`src/design/euler_flux_difference_2d_assert.svh`:
```
`ifndef EULER_FLUX_DIFFERENCE_2D_ASSERT_SVH
`define EULER_FLUX_DIFFERENCE_2D_ASSERT_SVH
// Assertion helpers shared by the design files.
`define EFD_ASSERT_IMPL(lbl, a, c) \
  lbl: assert property (@(posedge clk) disable iff (!rst_n) (a) |-> (c)) \
    else $error("lbl failed");
`define EFD_ASSERT_NEXT(lbl, a, c) \
  lbl: assert property (@(posedge clk) disable iff (!rst_n) (a) |=> (c)) \
    else $error("lbl failed");
`endif

```
`src/design/efd_pkg.sv`:
```
package efd_pkg;
  localparam int DATA_WIDTH_DEF = 48;
  localparam int FRACTION_BITS_DEF = 24;
  localparam int GAMMA_WIDTH = 26;
  localparam int GAMMA_FRAC = 24;
  localparam logic [GAMMA_WIDTH-1:0] GAMMA_RESET = 26'd23488102;
  localparam int QUEUE_DEPTH = 2;

  typedef enum logic [1:0] {
    ERR_OK  = 2'd0,
    ERR_ZERO = 2'd1,
    ERR_SAT = 2'd2
  } err_t;

  typedef enum logic [0:0] {
    KIND_FLOW   = 1'b0,
    KIND_SCALAR = 1'b1
  } kind_t;
endpackage

```
`src/design/efd_ram.sv`:
```
module efd_ram #(
  parameter int WIDTH = 8,
  parameter int DEPTH = 2
) (
  input  logic                     clk,
  input  logic                     wr_en,
  input  logic [$clog2(DEPTH)-1:0] wr_addr,
  input  logic [WIDTH-1:0]         wr_data,
  input  logic [$clog2(DEPTH)-1:0] rd_addr,
  output logic [WIDTH-1:0]         rd_data
);
  logic [WIDTH-1:0] mem_r [DEPTH];

  always_ff @(posedge clk) begin
    if (wr_en) begin
      mem_r[wr_addr] <= wr_data;
    end
    rd_data <= mem_r[rd_addr];
  end
endmodule

```
`src/design/efd_front.sv`:
```
module efd_front #(
  parameter int DATA_WIDTH = efd_pkg::DATA_WIDTH_DEF,
  parameter int ITEM_WIDTH = 1 + 10 * DATA_WIDTH,
  parameter int DEPTH = efd_pkg::QUEUE_DEPTH
) (
  input  logic                  clk,
  input  logic                  rst_n,
  input  logic                  in_valid,
  output logic                  in_ready,
  input  logic [ITEM_WIDTH-1:0] in_item,
  output logic                  q_valid,
  input  logic                  q_ready,
  output logic [ITEM_WIDTH-1:0] q_item
);
  localparam int AW = (DEPTH > 1) ? $clog2(DEPTH) : 1;
  localparam int CW = $clog2(DEPTH + 1);

  logic [AW-1:0] wp_r, wp_nxt, rp_r, rp_nxt;
  logic [CW-1:0] cnt_r, cnt_nxt;
  logic          out_v_r, out_v_nxt;
  logic          push, pop, load;
  logic [ITEM_WIDTH-1:0] rd_data;

  assign in_ready = (cnt_r != CW'(DEPTH));
  assign push = in_valid && in_ready;
  assign load = (cnt_r != '0) && (!out_v_r || q_ready);
  assign pop  = load;
  assign q_valid = out_v_r;

  efd_ram #(.WIDTH(ITEM_WIDTH), .DEPTH(DEPTH)) u_ram (
    .clk(clk), .wr_en(push), .wr_addr(wp_r), .wr_data(in_item),
    .rd_addr(rp_r), .rd_data(rd_data)
  );

  logic [ITEM_WIDTH-1:0] hold_r;
  logic                  fresh_r;
  assign q_item = fresh_r ? rd_data : hold_r;

  always_comb begin
    wp_nxt = push ? ((wp_r == AW'(DEPTH - 1)) ? '0 : wp_r + 1'b1) : wp_r;
    rp_nxt = pop ? ((rp_r == AW'(DEPTH - 1)) ? '0 : rp_r + 1'b1) : rp_r;
    cnt_nxt = cnt_r + CW'(push) - CW'(pop);
    out_v_nxt = load ? 1'b1 : (q_ready ? 1'b0 : out_v_r);
  end

  always_ff @(posedge clk) begin
    if (!rst_n) begin
      wp_r <= '0;
      rp_r <= '0;
      cnt_r <= '0;
      out_v_r <= 1'b0;
      fresh_r <= 1'b0;
    end else begin
      wp_r <= wp_nxt;
      rp_r <= rp_nxt;
      cnt_r <= cnt_nxt;
      out_v_r <= out_v_nxt;
      fresh_r <= load;
    end
    if (fresh_r) begin
      hold_r <= rd_data;
    end
  end

  `include "euler_flux_difference_2d_assert.svh"
  `EFD_ASSERT_IMPL(a_cnt_range, 1'b1, cnt_r <= CW'(DEPTH))
  `EFD_ASSERT_NEXT(a_load_valid, load, out_v_r)
  `EFD_ASSERT_IMPL(a_no_push_full, cnt_r == CW'(DEPTH), !push)
endmodule

```
`config.mk`:
```
export PLATFORM = sky130hd
export DESIGN_NAME = efd_front
export DESIGN_NICKNAME = d
export VERILOG_FILES = /design/src/design/efd_pkg.sv /design/src/design/efd_ram.sv /design/src/design/efd_front.sv
export VERILOG_INCLUDE_DIRS = /design/src /design/src/design
export SDC_FILE = /design/constraint.sdc
export NUM_CORES = 1
export LEC_CHECK = 0
export ABC_AREA = 1
export BUFFER_PORTS_ARGS = -buffer_cell sky130_fd_sc_hd__buf_2
export CORE_MARGIN = 3
export CORE_UTILIZATION = 31
export DETAILED_ROUTE_END_ITERATION = 10
export HOLD_SLACK_MARGIN = 0.06
export SETUP_SLACK_MARGIN = 0.15
export SLEW_MARGIN = 20
export SYNTH_ARGS = -nofsm -noshare
export SYNTH_HDL_FRONTEND = slang
export SYNTH_SLANG_ARGS = --single-unit
```
`constraint.sdc`:
```
create_clock -name clk -period 34.8 [get_ports clk]
set_clock_uncertainty 0.1 [all_clocks]
set_input_delay 3.48 -clock clk [delete_from_list [all_inputs] [get_ports clk]]
set_output_delay 3.48 -clock clk [all_outputs]
set_load 0.01 [all_outputs]
```
==> flow_summary.ini <==
[cells_and_area]
fin_util = 0.385
fillers = 18017
area_growth_pct = 23.2
final_layout_size_suffix_gt1_frac = 0.340
nets = 5568

[grt]
grt.busiest_layer = met2
gr-usage-met3 = 0.0398
met1_usage = 0.170
grt_usage = 0.149
met2_usage = 0.257
grt_start_max_net_pins = 145
grt_remaining_overflow = 0
antenna_found_initial = 106
grt_pass1_wl_mm = 216
grt_pass1_vias = 32011

[drt]
post_drt_wl_per_cell_um = 19.9
drc_errors = 0
vias = 33110
dr.pass1.iters = 5
finalWirelength_mm = 156
dr.first_iter.drc_count = 2226
vias_per_cell = 4.23
postRouteAntennaNets = 0

[synthesis]
synth.distinct_cells = 18
yosysTopAreaCell = edfxtp_1
syn_nets = 4536
synth_top_cell_area_share = 0.478
synth_seq_area_share = 0.799
synth.area.top_cells = edfxtp_1 48%, dfxtp_1 32%, nand2_1 9.0%
postSynthCellCount = 4050
yosysWarnings = 0
avgSynthCellArea_um2 = 14.9
netlist_area_um2 = 60400
ys_seq_elements = 1930

[job]
drv_cap = 0

[floorplanning]
rows = 161
core_um2 = 193000
dieWidth_um = 448
ios = 968
initial_core_util = 0.313
die_area_um2 = 200000
die_h_um = 448

[clocking]
ctsHoldBuffers = 0
clock_path_buffers = 3
htreeDepth = 4
cts_setup_buffers = 0
post_cts.resized_instances = 0
cts-root-buf = clkbuf_16
insertion_delay_ps = 810
path_clk_slew_ps = 60
clock_sinks = 1930
cts_tree = built
cts_inserted_buffers = 189

[sta]
min_period_over_period = 0.246
setup_tns_ps = 0
rsz0062_at_grt = false
worst_pin_slew_ps = 1140
setup_viol = 0
max_freq_mhz = 117
max_slew_margin = 0.240
hold_viol = 0
drv_slew = 0
period_minus_slack_ps = 8560
setup_ws_ps = 26240

[setup_path]
r2r_slack_ps = 29560
worstReg2RegEnd = u_ram.mem_r[0][131]$_DFFE_PP_
start_kind = register
critical_path_arrival_ps = 4980
crit_start = fresh_r$_SDFF_PN0_
r2r_start = cnt_r[0]$_SDFF_PN0_
crit_path_max_fanout = 69
crit_path_end = q_item[161]
reg2reg_depth = 8
critPathRequiredTime_ps = 31220
path_class = register to output pin
crit_path_end_kind = output pin

[min_path]
min_path_type = register to register

[placement]
dp_hpwl_mm = 109
place_ws_ps = 26500
gp_congestion = 0.843
port_buffers = 967

[power_and_ir_drop]
leakagePower_uw = 0.0308
p_per_area_nw_per_um2 = 99.7
ir_worst_vdd_v = 0.0000635

[outcome]
outcome = finished, final reports clean
-- flip-flops by register name, summed over array words and instances (netlist names) --
name,cells
rp_r,1
u_ram.rd_data,481
hold_r,481
wp_r,1
cnt_r,2
u_ram.mem_r,962
fresh_r,1
q_valid,1
-- power by group --
part           leakage, uW  switching (uW)  total (uW)  internal [uW]
logic               0.0105            1200        1990            787
registers           0.0171             242        3390           3150
clock network      0.00311             870        2040           1170
total               0.0308            2310        7420           5110
-- cells in the final DEF, fill, tap and decap left out, drive strengths merged, types with 3 or more instances in the layout --
cell type  netlist  final
bufinv           0      7
o21ai            3      3
dfxtp          968    968
inv              8     23
diode            0     45
a21oi            3      3
clkinv           1     50
clkbuf          75    278
edfxtp         962    962
buf             86   1002
nand2         1451   1451
clkinvlp         0      9
mux2           481    481
nor2             9      9
-- layer usage --
metal  routed length [um]  part of all wire  vias up
met5                  205            0.0013        -
met4                 7620             0.049       36
met2                78700              0.51      974
met1                60000              0.39    15883
li1                     -                 -    15829
met3                 9050             0.058      388
-- cell type report --
cell class,count,area (um^2),area share
multi-input cells,1950,11300,0.152
repair buffers,1002,5140,0.0690
inverters,9,41.3,0.000555
well taps,2526,3160,0.0425
flip-flops and latches,1930,48300,0.648
diodes,45,113,0.00151
clock buffers,278,5560,0.0746
clock inverters,80,857,0.0115
-- per-stage QoR --
step           cell area (um^2)  std cells  hold slack (ps)  total power [uW]
6_report                  74400       7820              316              7420
5_1_grt                   74400       7804              335              7800
4_1_cts                   74300       7775              303              7520
3_5_place_dp              67900       7417              317              5450
3_3_place_gp              67900       7417              312              5420
2_1_floorplan             60400       4050              312              4660
-- how the worst min path moves through the flow --
stage,from,end,slack (ps),cells after the start
after detailed placement,u_ram.mem_r[0][207]$_DFFE_PP_,u_ram.rd_data[207]$_DFF_P_,320,2
after floorplan,u_ram.mem_r[0][0]$_DFFE_PP_,u_ram.rd_data[0]$_DFF_P_,310,2
final,u_ram.mem_r[1][384]$_DFFE_PP_,u_ram.rd_data[384]$_DFF_P_,320,2
after global placement,u_ram.mem_r[0][94]$_DFFE_PP_,u_ram.rd_data[94]$_DFF_P_,310,2
after global routing,u_ram.mem_r[1][371]$_DFFE_PP_,u_ram.rd_data[371]$_DFF_P_,330,2
after CTS,u_ram.mem_r[1][384]$_DFFE_PP_,u_ram.rd_data[384]$_DFF_P_,300,2
-- cells by family after synthesis --
logic type      Yosys count  share of synthesized area
buf+inv                 170                     0.0144
simple gates           1461                     0.0908
mux                     481                     0.0952
flops                  1930                      0.799
xor+xnor                  1                   0.000145
compound gates            6                   0.000497
fa+ha+maj                 1                   0.000207
-- synth_stat cells --
| cell | instances |
|---|---|
| nand3_1 | 1 |
| buf_6 | 11 |
| ha_1 | 1 |
| a21oi_1 | 3 |
| buf_1 | 15 |
| xor2_1 | 1 |
| edfxtp_1 | 962 |
| clkbuf_1 | 75 |
| mux2_4 | 90 |
| buf_4 | 30 |
| nor2_1 | 9 |
| buf_2 | 30 |
| dfxtp_1 | 968 |
| nand2_1 | 1451 |
| inv_1 | 8 |
| o21ai_0 | 3 |
| mux2_2 | 391 |
| clkinv_1 | 1 |
-- critical path: stages, from the launching register on --
cell     delay [ps]
dfxtp_4         510
buf_4           620
buf_4           840
buf_4           660
buf_4           780
mux2_2          430
buf_2           140
Power figures use the tool's default switching activity.
